$ cat src/design/spr_pkg.sv
// spr_pkg: shared types, constants and the crc step for the servo packet receive check
// no dependencies; compiled first

package spr_pkg;

   localparam int          MAX_LENGTH_DEFAULT = 1024;
   localparam logic [7:0]  DEVICE_ID_RESET    = 8'd1;
   localparam logic [15:0] CRC_POLY           = 16'h8005;
   localparam logic [7:0]  HDR_SYNC           = 8'hFF;
   localparam logic [7:0]  HDR_LAST           = 8'hFD;

   typedef enum logic [1:0] {
      STATUS_SUCCESS = 2'd0,
      STATUS_CORRUPT = 2'd1,
      STATUS_FOREIGN = 2'd2
   } status_type;

   typedef struct packed {
      logic       emit;
      status_type status;
      logic [7:0] instruction;
      logic [7:0] packet_id;
   } spr_result_type;

   // crc-16 msb first, one byte per call
   function automatic logic [15:0] spr_crc_byte(input logic [15:0] crc, input logic [7:0] b);
      logic [15:0] c;
      c = crc ^ {b, 8'h00};
      for (int k = 0; k < 8; k++) begin
         c = c[15] ? ((c << 1) ^ CRC_POLY) : (c << 1);
      end
      return c;
   endfunction

endpackage

$ cat src/design/spr_if.sv
// spr_if: valid/ready channel interfaces for request items, response items and csr writes
// no dependencies

interface spr_req_if;
   logic       valid;
   logic       ready;
   logic [7:0] data_byte;
   logic       first_byte;
   modport source (output valid, output data_byte, output first_byte, input ready);
   modport sink   (input valid, input data_byte, input first_byte, output ready);
endinterface

interface spr_rsp_if;
   logic       valid;
   logic       ready;
   logic [1:0] status;
   logic [7:0] instruction;
   logic [7:0] packet_id;
   modport source (output valid, output status, output instruction, output packet_id,
                   input ready);
   modport sink   (input valid, input status, input instruction, input packet_id,
                   output ready);
endinterface

interface spr_csr_if;
   logic       valid;
   logic       ready;
   logic [7:0] device_id;
   modport source (output valid, output device_id, input ready);
   modport sink   (input valid, input device_id, output ready);
endinterface

$ cat src/design/spr_frame.sv
// spr_frame: packet framing state, header/id/length checks and running crc
// depends on spr_pkg

module spr_frame
   import spr_pkg::*;
#(
   parameter int MAX_LENGTH_FIELD = MAX_LENGTH_DEFAULT
) (
   input  logic           clock,
   input  logic           reset,
   input  logic           step,
   input  logic [7:0]     data_byte,
   input  logic           first_byte,
   input  logic [7:0]     device_id,
   output spr_result_type result
);

   localparam int          IDX_W     = $clog2(MAX_LENGTH_FIELD + 7);
   localparam logic [15:0] LEN_MAX   = 16'(MAX_LENGTH_FIELD);
   localparam logic [15:0] LEN_MIN   = 16'd3;
   localparam logic [IDX_W-1:0] IDX_RESERVED = IDX_W'(3);
   localparam logic [IDX_W-1:0] IDX_ID       = IDX_W'(4);
   localparam logic [IDX_W-1:0] IDX_LEN_LO   = IDX_W'(5);
   localparam logic [IDX_W-1:0] IDX_LEN_HI   = IDX_W'(6);
   localparam logic [IDX_W-1:0] IDX_INSTR    = IDX_W'(7);
   localparam logic [IDX_W-1:0] IDX_HDR_LAST = IDX_W'(2);

   typedef enum logic {PH_IDLE, PH_RECV} phase_type;

   phase_type        phase_ff, phase_in, phase_eff;
   logic [IDX_W-1:0] idx_ff, idx_in, idx_eff;
   logic [15:0]      len_ff, len_in, len_eff;
   logic [15:0]      crc_ff, crc_in, crc_eff;
   logic [7:0]       crc_lo_ff, crc_lo_in, crc_lo_eff;
   logic [7:0]       ins_ff, ins_in, ins_eff;
   logic [7:0]       id_ff, id_in, id_eff;
   logic [15:0]      crc_step;
   logic [15:0]      len_full;
   logic [16:0]      len_end;
   logic [16:0]      idx_wide;

   always_comb begin
      // a first byte restarts reception from header byte 0
      phase_eff  = first_byte ? PH_RECV : phase_ff;
      idx_eff    = first_byte ? '0 : idx_ff;
      len_eff    = first_byte ? '0 : len_ff;
      crc_eff    = first_byte ? '0 : crc_ff;
      crc_lo_eff = first_byte ? '0 : crc_lo_ff;
      ins_eff    = first_byte ? '0 : ins_ff;
      id_eff     = first_byte ? '0 : id_ff;

      crc_step = spr_crc_byte(crc_eff, data_byte);
      len_full = {data_byte, len_eff[7:0]};
      len_end  = 17'(len_eff) + 17'd5;
      idx_wide = 17'(idx_eff);

      phase_in  = phase_eff;
      idx_in    = idx_eff;
      len_in    = len_eff;
      crc_in    = crc_eff;
      crc_lo_in = crc_lo_eff;
      ins_in    = ins_eff;
      id_in     = id_eff;

      result.emit        = 1'b0;
      result.status      = STATUS_SUCCESS;
      result.instruction = 8'd0;
      result.packet_id   = 8'd0;

      if (phase_eff == PH_RECV) begin
         idx_in = idx_eff + IDX_W'(1);
         if (idx_eff < IDX_RESERVED) begin
            crc_in = crc_step;
            if (data_byte != ((idx_eff == IDX_HDR_LAST) ? HDR_LAST : HDR_SYNC)) begin
               result.emit   = 1'b1;
               result.status = STATUS_CORRUPT;
               phase_in      = PH_IDLE;
            end
         end else if (idx_eff == IDX_RESERVED) begin
            crc_in = crc_step;
         end else if (idx_eff == IDX_ID) begin
            crc_in = crc_step;
            id_in  = data_byte;
            if (data_byte != device_id) begin
               result.emit      = 1'b1;
               result.status    = STATUS_FOREIGN;
               result.packet_id = data_byte;
               phase_in         = PH_IDLE;
            end
         end else if (idx_eff == IDX_LEN_LO) begin
            crc_in = crc_step;
            len_in = {8'd0, data_byte};
         end else if (idx_eff == IDX_LEN_HI) begin
            crc_in = crc_step;
            len_in = len_full;
            if (len_full < LEN_MIN || len_full > LEN_MAX) begin
               result.emit      = 1'b1;
               result.status    = STATUS_CORRUPT;
               result.packet_id = id_eff;
               phase_in         = PH_IDLE;
            end
         end else if (idx_wide < len_end) begin
            crc_in = crc_step;
            if (idx_eff == IDX_INSTR) begin
               ins_in = data_byte;
            end
         end else if (idx_wide == len_end) begin
            crc_lo_in = data_byte;
         end else begin
            // trailing crc high byte closes the packet
            result.emit        = 1'b1;
            result.status      = ({data_byte, crc_lo_eff} == crc_eff) ? STATUS_SUCCESS
                                                                      : STATUS_CORRUPT;
            result.instruction = ins_eff;
            result.packet_id   = id_eff;
            phase_in           = PH_IDLE;
         end
      end
   end

   always_ff @(posedge clock) begin
      if (reset) begin
         phase_ff <= PH_IDLE;
         idx_ff   <= '0;
      end else if (step) begin
         phase_ff <= phase_in;
         idx_ff   <= idx_in;
      end
      if (step) begin
         len_ff    <= len_in;
         crc_ff    <= crc_in;
         crc_lo_ff <= crc_lo_in;
         ins_ff    <= ins_in;
         id_ff     <= id_in;
      end
   end

endmodule

$ cat src/design/servo_packet_receive_check.sv
// servo_packet_receive_check: top level, input register, response register, device id csr
// depends on spr_pkg, spr_if interfaces and spr_frame
//
// Bytes of a servo-bus instruction packet arrive one item at a time on req_chan, with
// first_byte marking the start of a packet. The block checks the FF FF FD header, the id
// against device_id, the length field, and the crc-16 (poly 0x8005, init 0) over all but
// the two trailing crc bytes. One item goes out on rsp_chan per finished or rejected
// packet: status, instruction and packet_id. Bytes that cause no result produce nothing.
// Throughput is one byte per cycle while rsp_chan does not stall: each item is held in the
// input register, then the framing logic and crc byte step update the state and load the
// response register. A result is visible on rsp_chan right after the edge at which its byte
// leaves the input register. While a result waits on a stalled receiver, one more byte can
// be accepted into the input register; req_chan.ready drops only when both registers are
// full and rsp_chan.ready is low.
// csr_chan is always ready and writes device_id; write it only while no packet is in flight.
// Reset (synchronous) empties both registers, returns framing to idle and sets device_id to 1.

module servo_packet_receive_check
   import spr_pkg::*;
#(
   parameter int MAX_LENGTH_FIELD = MAX_LENGTH_DEFAULT
) (
   input  logic   clock,
   input  logic   reset,
   spr_req_if.sink   req_chan,
   spr_rsp_if.source rsp_chan,
   spr_csr_if.sink   csr_chan
);

   logic           in_valid_ff, in_valid_in;
   logic [7:0]     in_data_ff;
   logic           in_first_ff;
   logic           rsp_valid_ff, rsp_valid_in;
   status_type     rsp_status_ff;
   logic [7:0]     rsp_instruction_ff;
   logic [7:0]     rsp_packet_id_ff;
   logic [7:0]     device_id_ff;
   logic           advance;
   logic           accept;
   spr_result_type result;

   assign advance = in_valid_ff && (!rsp_valid_ff || rsp_chan.ready);
   assign accept  = req_chan.valid && req_chan.ready;

   assign req_chan.ready = !in_valid_ff || advance;
   assign csr_chan.ready = 1'b1;

   assign rsp_chan.valid       = rsp_valid_ff;
   assign rsp_chan.status      = rsp_status_ff;
   assign rsp_chan.instruction = rsp_instruction_ff;
   assign rsp_chan.packet_id   = rsp_packet_id_ff;

   spr_frame #(
      .MAX_LENGTH_FIELD(MAX_LENGTH_FIELD)
   ) u_frame (
      .clock      (clock),
      .reset      (reset),
      .step       (advance),
      .data_byte  (in_data_ff),
      .first_byte (in_first_ff),
      .device_id  (device_id_ff),
      .result     (result)
   );

   always_comb begin
      in_valid_in = accept || (in_valid_ff && !advance);
      if (advance && result.emit) begin
         rsp_valid_in = 1'b1;
      end else if (rsp_chan.ready) begin
         rsp_valid_in = 1'b0;
      end else begin
         rsp_valid_in = rsp_valid_ff;
      end
   end

   always_ff @(posedge clock) begin
      if (reset) begin
         in_valid_ff  <= 1'b0;
         rsp_valid_ff <= 1'b0;
         device_id_ff <= DEVICE_ID_RESET;
      end else begin
         in_valid_ff  <= in_valid_in;
         rsp_valid_ff <= rsp_valid_in;
         if (csr_chan.valid) begin
            device_id_ff <= csr_chan.device_id;
         end
      end
      if (accept) begin
         in_data_ff  <= req_chan.data_byte;
         in_first_ff <= req_chan.first_byte;
      end
      if (advance && result.emit) begin
         rsp_status_ff      <= result.status;
         rsp_instruction_ff <= result.instruction;
         rsp_packet_id_ff   <= result.packet_id;
      end
   end

endmodule

$ cat src/flat_wrapper.sv
// flat-port wrapper written by rule: the top's interface ports become plain ports
module servo_packet_receive_check_flat import spr_pkg::*;
#(
   parameter int MAX_LENGTH_FIELD = MAX_LENGTH_DEFAULT
)
  (clock, reset, req_chan_valid, req_chan_data_byte, req_chan_first_byte, req_chan_ready, rsp_chan_valid, rsp_chan_status, rsp_chan_instruction, rsp_chan_packet_id, rsp_chan_ready, csr_chan_valid, csr_chan_device_id, csr_chan_ready);
  spr_req_if req_chan_i ();
  spr_rsp_if rsp_chan_i ();
  spr_csr_if csr_chan_i ();
  input  logic clock;
  input  logic reset;
  input wire logic [$bits(req_chan_i.valid)-1:0] req_chan_valid;
  input wire logic [$bits(req_chan_i.data_byte)-1:0] req_chan_data_byte;
  input wire logic [$bits(req_chan_i.first_byte)-1:0] req_chan_first_byte;
  output wire logic [$bits(req_chan_i.ready)-1:0] req_chan_ready;
  output wire logic [$bits(rsp_chan_i.valid)-1:0] rsp_chan_valid;
  output wire logic [$bits(rsp_chan_i.status)-1:0] rsp_chan_status;
  output wire logic [$bits(rsp_chan_i.instruction)-1:0] rsp_chan_instruction;
  output wire logic [$bits(rsp_chan_i.packet_id)-1:0] rsp_chan_packet_id;
  input wire logic [$bits(rsp_chan_i.ready)-1:0] rsp_chan_ready;
  input wire logic [$bits(csr_chan_i.valid)-1:0] csr_chan_valid;
  input wire logic [$bits(csr_chan_i.device_id)-1:0] csr_chan_device_id;
  output wire logic [$bits(csr_chan_i.ready)-1:0] csr_chan_ready;
  assign req_chan_i.valid = req_chan_valid;
  assign req_chan_i.data_byte = req_chan_data_byte;
  assign req_chan_i.first_byte = req_chan_first_byte;
  assign req_chan_ready = req_chan_i.ready;
  assign rsp_chan_valid = rsp_chan_i.valid;
  assign rsp_chan_status = rsp_chan_i.status;
  assign rsp_chan_instruction = rsp_chan_i.instruction;
  assign rsp_chan_packet_id = rsp_chan_i.packet_id;
  assign rsp_chan_i.ready = rsp_chan_ready;
  assign csr_chan_i.valid = csr_chan_valid;
  assign csr_chan_i.device_id = csr_chan_device_id;
  assign csr_chan_ready = csr_chan_i.ready;
  servo_packet_receive_check #(.MAX_LENGTH_FIELD(MAX_LENGTH_FIELD)) u_core (.clock(clock), .reset(reset), .req_chan(req_chan_i), .rsp_chan(rsp_chan_i), .csr_chan(csr_chan_i));
endmodule
$ cat config.mk
export PLATFORM = sky130hd
export DESIGN_NAME = servo_packet_receive_check_flat
export DESIGN_NICKNAME = d
export VERILOG_FILES = /design/src/design/spr_pkg.sv /design/src/design/spr_if.sv /design/src/design/spr_frame.sv /design/src/design/servo_packet_receive_check.sv /design/src/flat_wrapper.sv
export SDC_FILE = /design/constraint.sdc
export NUM_CORES = 1
export LEC_CHECK = 0
export BUFFER_PORTS_ARGS = -buffer_cell sky130_fd_sc_hd__buf_2
export CAP_MARGIN = 20
export CELL_PAD_IN_SITES_DETAIL_PLACEMENT = 1
export CELL_PAD_IN_SITES_GLOBAL_PLACEMENT = 2
export CORE_AREA = 2 2 178 93
export CTS_BUF_LIST = sky130_fd_sc_hd__clkbuf_2
export CTS_CLUSTER_DIAMETER = 40
export CTS_CLUSTER_SIZE = 24
export DETAILED_ROUTE_END_ITERATION = 8
export DIE_AREA = 0 0 180 95
export HOLD_SLACK_MARGIN = 0.1
export PLACE_DENSITY_LB_ADDON = 0.05
export SETUP_SLACK_MARGIN = 0.3
export SYNTH_ARGS = -nofsm -noshare
export SYNTH_HDL_FRONTEND = slang
export SYNTH_SLANG_ARGS = --single-unit
$ cat constraint.sdc
create_clock -name clock -period 10 [get_ports clock]
set_input_delay 2 -clock clock [delete_from_list [all_inputs] [get_ports clock]]
set_output_delay 2 -clock clock [all_outputs]
set_load 0.02 [all_outputs]
# Word level (Yosys, flattened, before mapping)
# Index checks and enable logic that the tools add are counted.
[word_totals] reg_bits=105
[op_classes] add_sub_neg=2 magnitude_cmp=4 n_eq_ne=10 n_mux=82 bitwise=10 reduce_logical=14
[op_table] op="$mux 16" n=24
[op_table] op="$mux 8" n=29
[op_table] op="$mux 19" n=5
[op_table] op="$eq 11x3->1 const B" n=4
[op_table] op="$not 3->3" n=8
[op_table] op="$eq 11x2->1 const B" n=2
[op_table] op="$mux 11" n=2
[op_table] op="$mux 3" n=6
[op_table] op="$add 16x3->17 const B" n=1
[op_table] op="$eq 11x17->1" n=1
[op_table] op="$lt 11x17->1" n=1
[op_table] op="$eq 16x16->1" n=1
[op_table] op="$gt 16x11->1 const B" n=1
[op_table] op="$lt 16x2->1 const B" n=1
[op_table] op="$ne 8x8->1" n=2
[op_table] op="$xor 16x16->16" n=1
[op_table] op="$mux 1" n=15
[op_table] op="$add 11x1->11 const B" n=1
[op_table] op="$lt 11x2->1 const B" n=1
[op_table] op="$reduce_or 8->1" n=1
[op_table] op="$logic_and 1x1->1" n=4
[op_table] op="$logic_or 1x1->1" n=4
[op_table] op="$logic_not 1->1" n=3
[op_table] op="$reduce_or 3->1" n=1
[op_table] op="other kinds (3)" n=3

# Longest topological paths before layout
[logic_depth] depth_word=25 mapped_depth=18 mapped_depth_nobuf=14

# Modules after synthesis
# From an unflattened synthesis, not the netlist that was laid out.
[hier_totals] hier_cells=633 area_unflattened_um2=6470.0
[by_module_without_submodules] mod="spr_frame" n_inst=1 cells_each=567 area_per_inst_um2=5267.6
[by_module_without_submodules] mod="servo_packet_receive_check" n_inst=1 cells_each=66 area_per_inst_um2=1202.4

# Worst setup path after synthesis
# OpenSTA, ideal clock, no wires.
[synth_timing] kind="in2reg" start="input rsp_chan_ready" end="register u_core.rsp_instruction_ff[0], in the netlist u_core.rsp_chan.instruction[0], enable pin" setup_ns=0.375 arrival_ns=4.322 setup_slack_ns=5.304 cell_stages=7 cell_sequence="nand2b_1 nand2_1 inv_1 nand2_1 nor3_1 a21oi_1 nand2_1"
[synth_between] elab_chain_len=3
[synth_rtl] item="from (decl)" line="flat_wrapper.sv:20" rtl="input wire logic [$bits(rsp_chan_i.ready)-1:0] rsp_chan_ready;"
[synth_rtl] item="$logic_or 1x1->1" line="servo_packet_receive_check.sv:42" rtl="assign advance = in_valid_ff && (!rsp_valid_ff || rsp_chan.ready);"
[synth_rtl] item="$logic_and 1x1->1" line="servo_packet_receive_check.sv:42"
[synth_rtl] item="named net u_core.advance" line="servo_packet_receive_check.sv:38" rtl="logic advance;"
[synth_rtl] item="$logic_and 1x1->1" line="servo_packet_receive_check.sv:92" rtl="if (advance && result.emit) begin"
[synth_rtl] item="to (signal assigned)" line="servo_packet_receive_check.sv:94" rtl="rsp_instruction_ff <= result.instruction;"
[synth_rtl] item="to (decl)" line="servo_packet_receive_check.sv:35" rtl="logic [7:0] rsp_instruction_ff;"
# The timed path passes the listed nets, and every way through them passes these cells.
# A chain may end at the register's enable or synchronous reset.

# Final worst setup path
[layout_timing] start="register u_core.in_first_ff" end="register u_core.u_frame.crc_lo_ff[7] (data pin)"
[layout_between] elab_chain_len=11 elab_cells_between_ends=20 cone_classes="add/sub: 1; order compare: 2; eq/ne: 5; mux: 12"
[layout_rtl] item="from (decl)" line="servo_packet_receive_check.sv:32" rtl="logic in_first_ff;"
[layout_rtl] item="from (signal assigned)" line="servo_packet_receive_check.sv:90" rtl="in_first_ff <= req_chan.first_byte;"
[layout_rtl] item="parallel branches: the longest is 10 deep, another holds $add 16x3->17"
[layout_rtl] item="$mux 8 *" line="spr_frame.sv:70" rtl="if (phase_eff == PH_RECV) begin"
[layout_rtl] item="named net u_core.u_frame.crc_lo_in[7]" line="spr_frame.sv:34" rtl="logic [7:0] crc_lo_ff, crc_lo_in, crc_lo_eff;"
[layout_rtl] item="to (signal assigned)" line="spr_frame.sv:132" rtl="crc_lo_ff <= crc_lo_in;"
[layout_rtl] item="to (decl)" line="spr_frame.sv:34"
# Mark *: on every way through the listed nets, which the timed path passes.

==> impl_metrics.tcl <==
set metrics [dict create \
    status "finished, final reports clean" \
    clockRootBuffer "clkbuf_2" \
    die_area_um2 17100 \
    synthCells 582 \
    areaGrowthSynthToFinish_pct 8.347 \
    clock-sinks 105 \
    p_per_area_nw_per_um2 129.9 \
    holdWs_ps 559.7 \
    postRouteAntennaNets 0 \
    post_cts_buffers 0 \
    synth-seq-cells 105 \
    r2r_cells 12 \
    dp_hpwl_mm 12.03 \
    whs_endpoint "u_core.device_id_ff[5]" \
    portBuffers 41 \
    clk_latency_ps 640 \
    crit_type "reg2reg" \
    async_flop_share_pct 0 \
    ir_drop_v 0.00007068 \
    grt_pass1_vias 4516 \
    finalHoldViolCount 0 \
    postSynthAreaPerCell_um2 10.51 \
    grt_overflow 0 \
    r2r-start "u_core.in_first_ff" \
    netlist_area_um2 6116 \
    h-tree-depth 3 \
    gp_congestion 0.8062 \
    setup_viol 0 \
    hold_path.startpoint "u_core.device_id_ff[5]" \
    startpoint_type "flop" \
    whs_path_depth 2 \
    antenna_found_initial 0 \
    synth_nets 623 \
    finalClockSkew_ps 35.30 \
    place_area_um2 6514 \
    rows 33 \
    finish.utilization_pct 42.12 \
    tightest_slew_ps 913.6 \
    synth_most_common_cell "edfxtp_1" \
    relSlewSlack_pct 39.10 \
    dieWidth_um 180 \
    period_needed_ps 4505 \
    rr_endpoint "u_core.u_frame.crc_lo_ff[7]" \
    yosysSeqAreaShare_pct 47.95 \
    multi_input_area_um2 3008 \
    critPathArrivalTime_ps 4920 \
    fillers 1760 \
    routed-via-count 4492 \
    start_util_pct 38.88 \
    die_h_um 95 \
    register_area_um2 2933 \
    final.setup.tns_ps 0 \
    preCtsSetupSlack_ps 5539 \
    vias_per_cell 5.425 \
    post_cts_resized 0 \
    crit_path_end_kind "flop" \
    cts.path.max_buffers 2 \
    synth_area_leaders "edfxtp_1, dfxtp_1, ha_1" \
    wirelength_mm 17.10 \
    layout_setup_ws_ps 5495 \
    hold_class "reg2reg" \
    drtPass1Iterations 4 \
    synth_top_area_share_pct 40.75 \
    netlist.top_cell.by_area "edfxtp_1" \
    tritoncts "built" \
    yosys_warnings 0 \
    slew_violations 0 \
    synth_edf_count 83 \
    ys_types 69 \
    core_um2 15730 \
    drc 0 \
    r2r_slack_ps 5490 \
    fmax_mhz 222.0 \
    holdBufCountCts 0 \
    drv_cap 0 \
    grt_use_total_pct 21.00 \
    routedWlPerCell_um 20.66 \
    drive_above_1_share_pct 16.21 \
    initialDrtViolationCount 303 \
    rsz0062_at_grt "no" \
    fin_crit_sh_pct 45.05 \
    cp_max_fo 59 \
    grt_max_degree 60 \
    pin_count 43 \
    grt_pass1_wl_mm 26.99 \
    path_clk_slew_ps 290 \
    cellLeakagePower_uw 0.002447 \
    fin_area_um2 6626 \
    synth_commonest_cells "edfxtp_1, nor2_1, nand2_1" \
    ys.flop_type "edfxtp_1" \
    worst-endpoint-required_ps 10420 \
    numCtsBuffers 9 \
    fin_nets 653 \
]
==> sequential cells by signal, indices dropped and copies added (netlist names) <==
signal / count
u_core.u_frame.len_ff: 16
u_core.u_frame.crc_lo_ff: 8
u_core.in_valid_ff: 1
u_core.in_first_ff: 1
u_core.rsp_chan.valid: 1
u_core.u_frame.phase_ff: 1
u_core.device_id_ff: 8
u_core.u_frame.crc_ff: 16
u_core.u_frame.id_ff: 8
u_core.rsp_chan.packet_id: 8
u_core.u_frame.ins_ff: 8
u_core.in_data_ff: 8
u_core.rsp_chan.status: 2
u_core.rsp_chan.instruction: 8
u_core.u_frame.idx_ff: 11
==> cell type report <==
| class | instances | area share [%] |
|---|---|---|
| Tap cell | 210 | 3.965 |
| Clock buffer | 11 | 0.8308 |
| Multi-Input combinational cell | 433 | 45.39 |
| Clock inverter | 5 | 0.8308 |
| Sequential cell | 105 | 44.26 |
| Inverter | 16 | 0.9063 |
| Timing Repair Buffer | 47 | 3.776 |
| Antenna cell | 1 | 0.03776 |
==> metrics by stage <==
step	cells	power, µW
6_report	828	860.8
5_1_grt	827	902.1
4_1_cts	827	870.9
3_5_place_dp	811	661.2
3_3_place_gp	811	657.0
2_1_floorplan	582	618.9
==> placed cells by master, fill, tap and decap left out, types with 7 or more instances in the layout <==
cell / count
nand3_1: 13
nand2b_1: 27
xnor2_1: 21
nor2_1: 58
o21ai_0: 26
a22o_1: 10
nor4_1: 8
nor2b_1: 30
ha_1: 19
a21oi_1: 20
xor2_1: 25
buf_2: 41
clkbuf_2: 11
edfxtp_1: 83
mux2i_1: 17
mux2_2: 12
nand3b_1: 11
nor3_1: 9
dfxtp_1: 22
inv_1: 15
nand2_1: 45
nand4_1: 7
==> critical path: stages (launching register included) <==
cell and delay [ps]:
edfxtp_1 400, buf_4 310, buf_4 550, nand2b_1 330
inv_1 140, ha_1 300, nand3b_1 210, a221oi_1 470
o21ai_0 350, nor2_1 240, nand4_1 500, nand3b_1 270
o21ai_0 130
==> how the worst max path moves through the flow <==
stage                                   from                             end  slack (ps)
after floorplan               rsp_chan_ready  u_core.rsp_chan.instruction[0]        5300
after global placement        rsp_chan_ready                  req_chan_ready        5560
after detailed placement      rsp_chan_ready                  req_chan_ready        5540
after CTS                     rsp_chan_ready                  req_chan_ready        5540
after global routing      u_core.in_first_ff     u_core.u_frame.crc_lo_ff[1]        5070
final                     u_core.in_first_ff     u_core.u_frame.crc_lo_ff[7]        5490
==> kinds of logic (layout without fill, tap and decap cells) <==
| kind of cell | after synthesis | count (layout) | share of synthesized area, % |
|---|---|---|---|
| adders and majority gates | 19 | 19 | 3.887 |
| other | 1 | 2 | 0.06132 |
| and+or+nand+nor | 237 | 237 | 20.79 |
| muxes | 29 | 29 | 4.992 |
| buffers and inverters | 44 | 79 | 2.946 |
| DFF | 105 | 105 | 47.95 |
| AOI/OAI and AO/OA | 97 | 97 | 11.42 |
| xor gates and xnor gates | 50 | 50 | 7.958 |
==> metal layers <==
layer,part of all wire (%),routed length (µm),track usage (%),vias up
met1,54,9278,33.12,2241
met5,0,0,0,-
li1,-,-,-,2145
met3,5.8,995,5.476,7
met2,39,6736,28.45,99
met4,0.54,93,3.320,0
==> report_power, final <==
group | leakage, µW | total (µW) | internal (µW) | switching, µW
sequential | 0.000976 | 519 | 497 | 22.2
combinational | 0.00140 | 133 | 59.2 | 73.6
clock | 0.0000716 | 209 | 59.7 | 149
Power figures use the tool's default switching activity.
